[src/rtl/sha256_pkg.sv]
// shared types, constants and round functions of the sha-256 digest unit
`timescale 1ns / 1ps
`default_nettype none

package sha256_pkg;

  typedef logic [31:0] word_t;
  typedef logic [7:0][31:0] hash_t;

  typedef struct packed {
    logic       shift_byte;
    logic [7:0] byte_val;
    logic       start;
    logic       hash_init;
  } core_ctrl_t;

  localparam hash_t HashInit = {
    32'h5be0cd19, 32'h1f83d9ab, 32'h9b05688c, 32'h510e527f,
    32'ha54ff53a, 32'h3c6ef372, 32'hbb67ae85, 32'h6a09e667
  };

  localparam logic [7:0] PadMarker = 8'h80;
  localparam logic [5:0] LenStart  = 6'd56;
  localparam logic [5:0] LastPos   = 6'd63;
  localparam logic [2:0] LastWord  = 3'd7;

  localparam word_t RoundK [64] = '{
    32'h428a2f98, 32'h71374491, 32'hb5c0fbcf, 32'he9b5dba5,
    32'h3956c25b, 32'h59f111f1, 32'h923f82a4, 32'hab1c5ed5,
    32'hd807aa98, 32'h12835b01, 32'h243185be, 32'h550c7dc3,
    32'h72be5d74, 32'h80deb1fe, 32'h9bdc06a7, 32'hc19bf174,
    32'he49b69c1, 32'hefbe4786, 32'h0fc19dc6, 32'h240ca1cc,
    32'h2de92c6f, 32'h4a7484aa, 32'h5cb0a9dc, 32'h76f988da,
    32'h983e5152, 32'ha831c66d, 32'hb00327c8, 32'hbf597fc7,
    32'hc6e00bf3, 32'hd5a79147, 32'h06ca6351, 32'h14292967,
    32'h27b70a85, 32'h2e1b2138, 32'h4d2c6dfc, 32'h53380d13,
    32'h650a7354, 32'h766a0abb, 32'h81c2c92e, 32'h92722c85,
    32'ha2bfe8a1, 32'ha81a664b, 32'hc24b8b70, 32'hc76c51a3,
    32'hd192e819, 32'hd6990624, 32'hf40e3585, 32'h106aa070,
    32'h19a4c116, 32'h1e376c08, 32'h2748774c, 32'h34b0bcb5,
    32'h391c0cb3, 32'h4ed8aa4a, 32'h5b9cca4f, 32'h682e6ff3,
    32'h748f82ee, 32'h78a5636f, 32'h84c87814, 32'h8cc70208,
    32'h90befffa, 32'ha4506ceb, 32'hbef9a3f7, 32'hc67178f2
  };

  function automatic word_t ror32(input word_t x, input int unsigned n);
    ror32 = (x >> n) | (x << (32 - n));
  endfunction

  function automatic word_t big_sig0(input word_t x);
    big_sig0 = ror32(x, 2) ^ ror32(x, 13) ^ ror32(x, 22);
  endfunction

  function automatic word_t big_sig1(input word_t x);
    big_sig1 = ror32(x, 6) ^ ror32(x, 11) ^ ror32(x, 25);
  endfunction

  function automatic word_t small_sig0(input word_t x);
    small_sig0 = ror32(x, 7) ^ ror32(x, 18) ^ (x >> 3);
  endfunction

  function automatic word_t small_sig1(input word_t x);
    small_sig1 = ror32(x, 17) ^ ror32(x, 19) ^ (x >> 10);
  endfunction

endpackage

`default_nettype wire

[src/rtl/sha256_if.sv]
// valid/ready channel interfaces for message bytes and digest words
`timescale 1ns / 1ps
`default_nettype none

interface sha256_in_if;
  logic       valid;
  logic       ready;
  logic [7:0] message_byte;
  logic       byte_present;
  logic       message_end;

  modport source (output valid, output message_byte, output byte_present,
                  output message_end, input ready);
  modport sink (input valid, input message_byte, input byte_present,
                input message_end, output ready);
endinterface

interface sha256_out_if;
  logic        valid;
  logic        ready;
  logic [31:0] digest_word;
  logic [2:0]  word_index;
  logic        last_word;

  modport source (output valid, output digest_word, output word_index,
                  output last_word, input ready);
  modport sink (input valid, input digest_word, input word_index,
                input last_word, output ready);
endinterface

`default_nettype wire

[src/rtl/sha256_core.sv]
// sha-256 compression engine: block window, one round per cycle, chaining hash
`timescale 1ns / 1ps
`default_nettype none

module sha256_core (
  input  wire                     clk_i,
  input  wire                     rst_ni,
  input  sha256_pkg::core_ctrl_t  ctrl_i,
  output logic                    done_o,
  output sha256_pkg::hash_t       hash_o
);
  import sha256_pkg::*;

  typedef enum logic [1:0] {C_IDLE, C_RUN, C_ADD} cstate_e;

  cstate_e      state_q, state_d;
  logic [5:0]   round_q, round_d;
  logic [511:0] blk_q, blk_d;
  hash_t        chain_q, chain_d;
  hash_t        wv_q, wv_d;

  word_t w0, w1, w9, w14, w_new, t1, t2;

  // window taps: word j of the block sits at bits [511-32j -: 32]
  assign w0  = blk_q[511:480];
  assign w1  = blk_q[479:448];
  assign w9  = blk_q[223:192];
  assign w14 = blk_q[63:32];
  assign w_new = small_sig1(w14) + w9 + small_sig0(w1) + w0;

  assign t1 = wv_q[7] + big_sig1(wv_q[4])
            + ((wv_q[4] & wv_q[5]) ^ (~wv_q[4] & wv_q[6]))
            + RoundK[round_q] + w0;
  assign t2 = big_sig0(wv_q[0])
            + ((wv_q[0] & wv_q[1]) ^ (wv_q[0] & wv_q[2]) ^ (wv_q[1] & wv_q[2]));

  always_comb begin
    state_d = state_q;
    round_d = round_q;
    blk_d   = blk_q;
    chain_d = chain_q;
    wv_d    = wv_q;
    case (state_q)
      C_IDLE: begin
        if (ctrl_i.shift_byte) begin
          blk_d = {blk_q[503:0], ctrl_i.byte_val};
        end
        if (ctrl_i.hash_init) begin
          chain_d = HashInit;
        end
        if (ctrl_i.start) begin
          wv_d    = chain_q;
          round_d = '0;
          state_d = C_RUN;
        end
      end
      C_RUN: begin
        blk_d = {blk_q[479:0], w_new};
        wv_d  = {wv_q[6:4], wv_q[3] + t1, wv_q[2:0], t1 + t2};
        round_d = round_q + 6'd1;
        if (round_q == LastPos) begin
          state_d = C_ADD;
        end
      end
      C_ADD: begin
        for (int i = 0; i < 8; i++) begin
          chain_d[i] = chain_q[i] + wv_q[i];
        end
        state_d = C_IDLE;
      end
      default: state_d = C_IDLE;
    endcase
  end

  always_ff @(posedge clk_i or negedge rst_ni) begin
    if (!rst_ni) begin
      state_q <= C_IDLE;
      round_q <= '0;
      chain_q <= HashInit;
      wv_q    <= '0;
    end else begin
      state_q <= state_d;
      round_q <= round_d;
      chain_q <= chain_d;
      wv_q    <= wv_d;
    end
  end

  always_ff @(posedge clk_i) begin
    blk_q <= blk_d;
  end

  assign done_o = (state_q == C_ADD);
  assign hash_o = chain_q;

endmodule

`default_nettype wire

[src/rtl/sha256_message_digest_unit.sv]
// top level of the sha-256 digest unit: byte intake, padding sequencer, digest output
// intake: a byte that does not fill a block is shifted in and the unit stays ready;
//   the 64th byte of a block starts a compression (a load, 64 rounds, a chain add)
// message end: one pad byte per cycle up to the block end, the last one loading the
//   core, then 64 rounds and a chain add per compressed block (one or two), then
//   8 digest words at one per cycle while the receiver is ready
// throughput: one byte per cycle between blocks; input waits while the single round unit runs
// reset: chaining hash to the initial values, counters and flags cleared, ready to take bytes
`timescale 1ns / 1ps
`default_nettype none

module sha256_message_digest_unit (
  input  wire              clk_i,
  input  wire              rst_ni,
  sha256_in_if.sink        in_i,
  sha256_out_if.source     out_o
);
  import sha256_pkg::*;

  typedef enum logic [1:0] {S_IDLE, S_COMP, S_PAD, S_OUT} state_e;

  state_e      state_q, state_d;
  logic [5:0]  pos_q, pos_d;         // bytes held in the current block
  logic [63:0] bitcnt_q, bitcnt_d;   // message length in bits, wraps
  logic        pend_end_q, pend_end_d;   // message ends after the running block
  logic        pad_act_q, pad_act_d;     // padding in progress
  logic        pad_first_q, pad_first_d; // next pad byte is the 0x80 marker
  logic        fin_q, fin_d;             // current block carries the length
  logic [2:0]  widx_q, widx_d;

  core_ctrl_t  ctrl;
  logic        core_done;
  hash_t       hash;
  logic        in_acc, out_acc;
  logic [7:0]  pad_byte;
  logic [5:0]  len_sel;

  sha256_core u_core (
    .clk_i  (clk_i),
    .rst_ni (rst_ni),
    .ctrl_i (ctrl),
    .done_o (core_done),
    .hash_o (hash)
  );

  assign in_i.ready = (state_q == S_IDLE);
  assign in_acc     = in_i.valid && in_i.ready;

  assign out_o.valid       = (state_q == S_OUT);
  assign out_o.digest_word = hash[widx_q];
  assign out_o.word_index  = widx_q;
  assign out_o.last_word   = (widx_q == LastWord);
  assign out_acc           = out_o.valid && out_o.ready;

  // length bytes go out most significant first at positions 56..63
  assign len_sel  = {~pos_q[2:0], 3'b000};
  assign pad_byte = pad_first_q ? PadMarker :
                    (fin_q && (pos_q >= LenStart)) ? bitcnt_q[len_sel +: 8] : 8'h00;

  always_comb begin
    state_d     = state_q;
    pos_d       = pos_q;
    bitcnt_d    = bitcnt_q;
    pend_end_d  = pend_end_q;
    pad_act_d   = pad_act_q;
    pad_first_d = pad_first_q;
    fin_d       = fin_q;
    widx_d      = widx_q;
    ctrl        = '0;
    case (state_q)
      S_IDLE: begin
        if (in_acc) begin
          if (in_i.byte_present) begin
            ctrl.shift_byte = 1'b1;
            ctrl.byte_val   = in_i.message_byte;
            pos_d    = pos_q + 6'd1;
            bitcnt_d = bitcnt_q + 64'd8;
          end
          if (in_i.byte_present && (pos_q == LastPos)) begin
            // block full: compress first, pad afterwards if the message ends
            ctrl.start = 1'b1;
            pend_end_d = in_i.message_end;
            state_d    = S_COMP;
          end else if (in_i.message_end) begin
            pad_act_d   = 1'b1;
            pad_first_d = 1'b1;
            state_d     = S_PAD;
          end
        end
      end
      S_PAD: begin
        ctrl.shift_byte = 1'b1;
        ctrl.byte_val   = pad_byte;
        pos_d       = pos_q + 6'd1;
        pad_first_d = 1'b0;
        if (pad_first_q) begin
          // marker past position 55 leaves no room for the length here
          fin_d = (pos_q < LenStart);
        end
        if (pos_q == LastPos) begin
          ctrl.start = 1'b1;
          state_d    = S_COMP;
        end
      end
      S_COMP: begin
        if (core_done) begin
          if (fin_q) begin
            widx_d  = '0;
            state_d = S_OUT;
          end else if (pend_end_q) begin
            pend_end_d  = 1'b0;
            pad_act_d   = 1'b1;
            pad_first_d = 1'b1;
            state_d     = S_PAD;
          end else if (pad_act_q) begin
            fin_d   = 1'b1;
            state_d = S_PAD;
          end else begin
            state_d = S_IDLE;
          end
        end
      end
      S_OUT: begin
        if (out_acc) begin
          widx_d = widx_q + 3'd1;
          if (widx_q == LastWord) begin
            // back to the initial state for the next message
            ctrl.hash_init = 1'b1;
            pos_d      = '0;
            bitcnt_d   = '0;
            pend_end_d = 1'b0;
            pad_act_d  = 1'b0;
            fin_d      = 1'b0;
            state_d    = S_IDLE;
          end
        end
      end
      default: state_d = S_IDLE;
    endcase
  end

  always_ff @(posedge clk_i or negedge rst_ni) begin
    if (!rst_ni) begin
      state_q     <= S_IDLE;
      pos_q       <= '0;
      bitcnt_q    <= '0;
      pend_end_q  <= 1'b0;
      pad_act_q   <= 1'b0;
      pad_first_q <= 1'b0;
      fin_q       <= 1'b0;
      widx_q      <= '0;
    end else begin
      state_q     <= state_d;
      pos_q       <= pos_d;
      bitcnt_q    <= bitcnt_d;
      pend_end_q  <= pend_end_d;
      pad_act_q   <= pad_act_d;
      pad_first_q <= pad_first_d;
      fin_q       <= fin_d;
      widx_q      <= widx_d;
    end
  end

endmodule

`default_nettype wire

[src/flat_wrapper.sv]
// flat-port wrapper written by rule: the top's interface ports become plain ports
module sha256_message_digest_unit_flat import sha256_pkg::*;
  (clk_i, rst_ni, in_i_valid, in_i_message_byte, in_i_byte_present, in_i_message_end, in_i_ready, out_o_valid, out_o_digest_word, out_o_word_index, out_o_last_word, out_o_ready);
  sha256_in_if in_i_i ();
  sha256_out_if out_o_i ();
  input  wire clk_i;
  input  wire rst_ni;
  input wire logic [$bits(in_i_i.valid)-1:0] in_i_valid;
  input wire logic [$bits(in_i_i.message_byte)-1:0] in_i_message_byte;
  input wire logic [$bits(in_i_i.byte_present)-1:0] in_i_byte_present;
  input wire logic [$bits(in_i_i.message_end)-1:0] in_i_message_end;
  output wire logic [$bits(in_i_i.ready)-1:0] in_i_ready;
  output wire logic [$bits(out_o_i.valid)-1:0] out_o_valid;
  output wire logic [$bits(out_o_i.digest_word)-1:0] out_o_digest_word;
  output wire logic [$bits(out_o_i.word_index)-1:0] out_o_word_index;
  output wire logic [$bits(out_o_i.last_word)-1:0] out_o_last_word;
  input wire logic [$bits(out_o_i.ready)-1:0] out_o_ready;
  assign in_i_i.valid = in_i_valid;
  assign in_i_i.message_byte = in_i_message_byte;
  assign in_i_i.byte_present = in_i_byte_present;
  assign in_i_i.message_end = in_i_message_end;
  assign in_i_ready = in_i_i.ready;
  assign out_o_valid = out_o_i.valid;
  assign out_o_digest_word = out_o_i.digest_word;
  assign out_o_word_index = out_o_i.word_index;
  assign out_o_last_word = out_o_i.last_word;
  assign out_o_i.ready = out_o_ready;
  sha256_message_digest_unit u_core (.clk_i(clk_i), .rst_ni(rst_ni), .in_i(in_i_i), .out_o(out_o_i));
endmodule
[config.mk]
export PLATFORM = sky130hd
export DESIGN_NAME = sha256_message_digest_unit_flat
export DESIGN_NICKNAME = d
export VERILOG_FILES = /design/src/rtl/sha256_pkg.sv /design/src/rtl/sha256_if.sv /design/src/rtl/sha256_core.sv /design/src/rtl/sha256_message_digest_unit.sv /design/src/flat_wrapper.sv
export SDC_FILE = /design/constraint.sdc
export NUM_CORES = 2
export LEC_CHECK = 0
export ABC_AREA = 1
export BUFFER_PORTS_ARGS = -buffer_cell sky130_fd_sc_hd__clkbuf_2
export CAP_MARGIN = 20
export CELL_PAD_IN_SITES_DETAIL_PLACEMENT = 1
export CELL_PAD_IN_SITES_GLOBAL_PLACEMENT = 2
export CORE_UTILIZATION = 30
export CTS_CLUSTER_SIZE = 25
export DETAILED_ROUTE_END_ITERATION = 6
export GPL_ROUTABILITY_DRIVEN = 1
export HOLD_SLACK_MARGIN = 0.02
export PLACE_DENSITY = 0.72
export SLEW_MARGIN = 10
export SYNTH_ARGS = -nofsm -noshare
export SYNTH_HDL_FRONTEND = slang
export SYNTH_SLANG_ARGS = --single-unit
[constraint.sdc]
create_clock -name clk_i -period 37.5 [get_ports clk_i]
set_input_delay 1.875 -clock clk_i [delete_from_list [all_inputs] [get_ports clk_i]]
set_output_delay 1.875 -clock clk_i [all_outputs]
set_load 0.05 [all_outputs]
==> impl_metrics.ini <==
[finish]
synthToLayoutAreaGrowth_pct = 10.3
drive_above_1_share = 0.0549
fill_cells = 33000
nNetsFinal = 11300
seq_area_um2 = 30500
fin_cells = 14400
multi_input_area_um2 = 44300

[flow_run]
cap_violations = 0

[sta]
maxSlewViolCount = 0
hold_violations = 0
min_period_ns = 8.32
finalCritPeriodShare = 0.222
max_freq_mhz = 120
tightest_slew_ns = 1.39
finClkSkew_ns = 0.0838
relSlewSlack = 0.0618
rsz0062_at_grt = no
timing.hold.ws_ns = 0.486
setup_viol = 0
setup_tns_ns = 0

[synthesis]
synth_area_um2 = 82300
ys_ff_latch = 1108
synthSimpleGateAreaFrac = 0.208
synthArstFlopShare = 0.538
synth_top_family_by_area = simple AND/OR/NAND/NOR gates
syn_avg_cell_area_um2 = 7.56
synthCells = 10900
synth_warnings = 0
yosysSeqAreaShare = 0.370
yosysMostFrequentCell = nand2_1
synthesis.nets = 11500
synth_xor_area_frac = 0.0403
synth.area.top_cells = edfxtp_1 (19%), dfrtp_1 (14%), nand2_1 (13%), inv_1 (6.8%), o21ai_0 (6.3%)
synth_compound_area_frac = 0.180
synth-edff-count = 512
synth_top_area_cell = edfxtp_1
synth.distinct_cells = 76
synth_mux_area_frac = 0
synth-main-ff-cell = edfxtp_1
synthAdderAreaFrac = 0.110
synth_common_cells = nand2_1 (2906), inv_1 (1489), o21ai_0 (1036)
synth_top_cell_area_share = 0.187

[global_routing]
grt_pass1_wl_mm = 560
grt_start_max_net_pins = 213
grt_pass1_vias = 78800
antenna_found_initial = 13
grt_overflow = 0
grt_usage = 0.276

[floorplan]
core-area_um2 = 272000
rows = 191
die_w_um = 526
die_y_um = 526
initial_core_util = 0.303
fp.dieArea_um2 = 277000
io-pin-count = 52

[clock_network]
clkSlewWorstSetupHoldPaths_ns = 0.06
cts_resized = 0
root_buffer = clkbuf_16
clock_path_buffers = 4
clk_latency_ns = 0.85
clock-sinks = 1108
htreeDepth = 4
cts_inserted_buffers = 153
cts_tree = built
postCtsHoldBufs = 0
cts_setup_buffers = 0

[drt]
detail_route.iter0.violations = 6043
vias = 77000
via_per_inst = 5.35
wl_per_cell_um = 27.0
drcViolationCount = 0
ant_nets = 0
wirelength_mm = 389
drt-pass1-iter-count = 5

[critical_path]
crit_start = u_core.u_core.round_q[1]$_DFFE_PN0P_
slowest_stage = fa_1
cp.required_ns = 38.15
cp_data_arrival_time_ns = 8.97
cpPeakStageDelay_ns = 0.59
path_class = reg -> reg
endpoint_kind = flop
worst_setup_path_start_kind = flop
crit_fanout = 13
crit_path_frequent_cell = nand2_1
r2r-start = u_core.u_core.round_q[1]$_DFFE_PN0P_

[status]
outcome = finished, final reports clean

[place]
portBuffers = 51
dpl.hpwl_mm = 305
placedCellCount = 14100
routabilityCongestion = 0.978

[pwr]
power_density_nw_per_um2 = 30.2
p_leak_nw = 42.7
vdd_drop_max_mv = 0.0318

[worst_hold_path]
min_path_type = reg -> reg
worstHoldStart = u_core.pad_act_q$_DFFE_PN0P_
-- placed cells by master, fill, tap and decap left out, types with 26 or more instances in the layout --
master / n
nand2_1: 2905
inv_1: 1487
o21ai_0: 1035
a21oi_1: 716
nor2_1: 684
edfxtp_1: 512
dfrtp_1: 458
ha_1: 408
nand3_1: 316
xor2_1: 214
o211ai_1: 212
fa_1: 196
xnor2_1: 165
clkbuf_16: 154
dfstp_2: 136
nor3_1: 131
a31oi_1: 126
o22ai_1: 101
nand4_1: 79
o21bai_1: 71
buf_4: 68
a21o_1: 62
clkbuf_2: 50
o21ai_1: 40
o221ai_1: 31
clkbuf_1: 31
clkinv_2: 26
-- routing by layer --
metal,global-route usage,wire length (µm),vias up
li1,-,-,35600
met1,0.359,171000,38900
met2,0.450,179000,1840
met3,0.0321,16500,613
met4,0.138,22200,8
met5,0,51,-
-- final timing paths --
| kind | to | slack (ns) | depth (start not counted) |
|---|---|---|---|
| hold / removal | u_core.pad_act_q$_DFFE_PN0P_ | 0.49 | 2 |
| hold reg to reg | u_core.pad_act_q$_DFFE_PN0P_ | 0.49 | 2 |
| min in group asynchronous | u_core.bitcnt_q[30]$_DFFE_PN0P_ | 1.11 | 1 |
| max in group asynchronous | u_core.u_core.wv_q[239]$_DFFE_PN0P_ | 31.77 | 6 |
| setup / recovery | u_core.u_core.wv_q[28]$_DFFE_PN0P_ | 29.18 | 34 |
| setup reg to reg | u_core.u_core.wv_q[28]$_DFFE_PN0P_ | 29.18 | 34 |
-- power breakdown --
group	leakage [nW]	internal, mW	switching [mW]
combinational	28.5	0.00123	0.0152
sequential	11.8	1.26	0.0000248
clock	2.38	0.863	0.602
total	42.7	2.13	0.618
-- worst max-delay path, delay by kind of cell (launching register included) --
family / cells / cell delay, ns
adder cells (fa/ha/maj): 6 / 2.65
XOR/XNOR: 1 / 0.34
AND/OR/NAND/NOR: 12 / 1.46
buffers and inverters: 6 / 0.86
flip-flops: 1 / 0.50
AO/OA/AOI/OAI: 9 / 2.31
-- registers in the layout, indices dropped and copies added, names as in the netlist, 3 cells and up --
| register | cells |
|---|---|
| u_core.u_core.blk_q | 512 |
| u_core.out_o.word_index | 3 |
| u_core.bitcnt_q | 61 |
| u_core.u_core.hash_o | 256 |
| u_core.u_core.wv_q | 256 |
| u_core.pos_q | 6 |
| u_core.u_core.round_q | 6 |
-- layout make-up --
cell class	count	share of cell area
multi-input cells	7800	0.488
well taps	3570	0.0492
clock inverters	66	0.00773
repair buffers	131	0.0110
diodes	1	0.0000276
clock buffers	198	0.0457
flip-flops and latches	1108	0.336
inverters	1513	0.0629
-- cell families after synthesis --
family          count (synthesis)
xor+xnor                      379
fa+ha+maj                     604
buf+inv                      1980
flops                        1108
compound gates               2585
simple gates                 4232
-- metrics by stage --
stage               worst slack, ns  power, mW  area [µm²]   util
detailed placement            29.25       1.30       85800  0.316
floorplan                     11.57       1.29       82300      -
finish                        29.18       2.75       90800  0.334
global placement              29.29       1.30       85800  0.316
global route                  28.66       2.82       90800  0.334
CTS                           29.16       2.79       90700  0.333
Note: power is estimated with default switching activity, not from simulation.
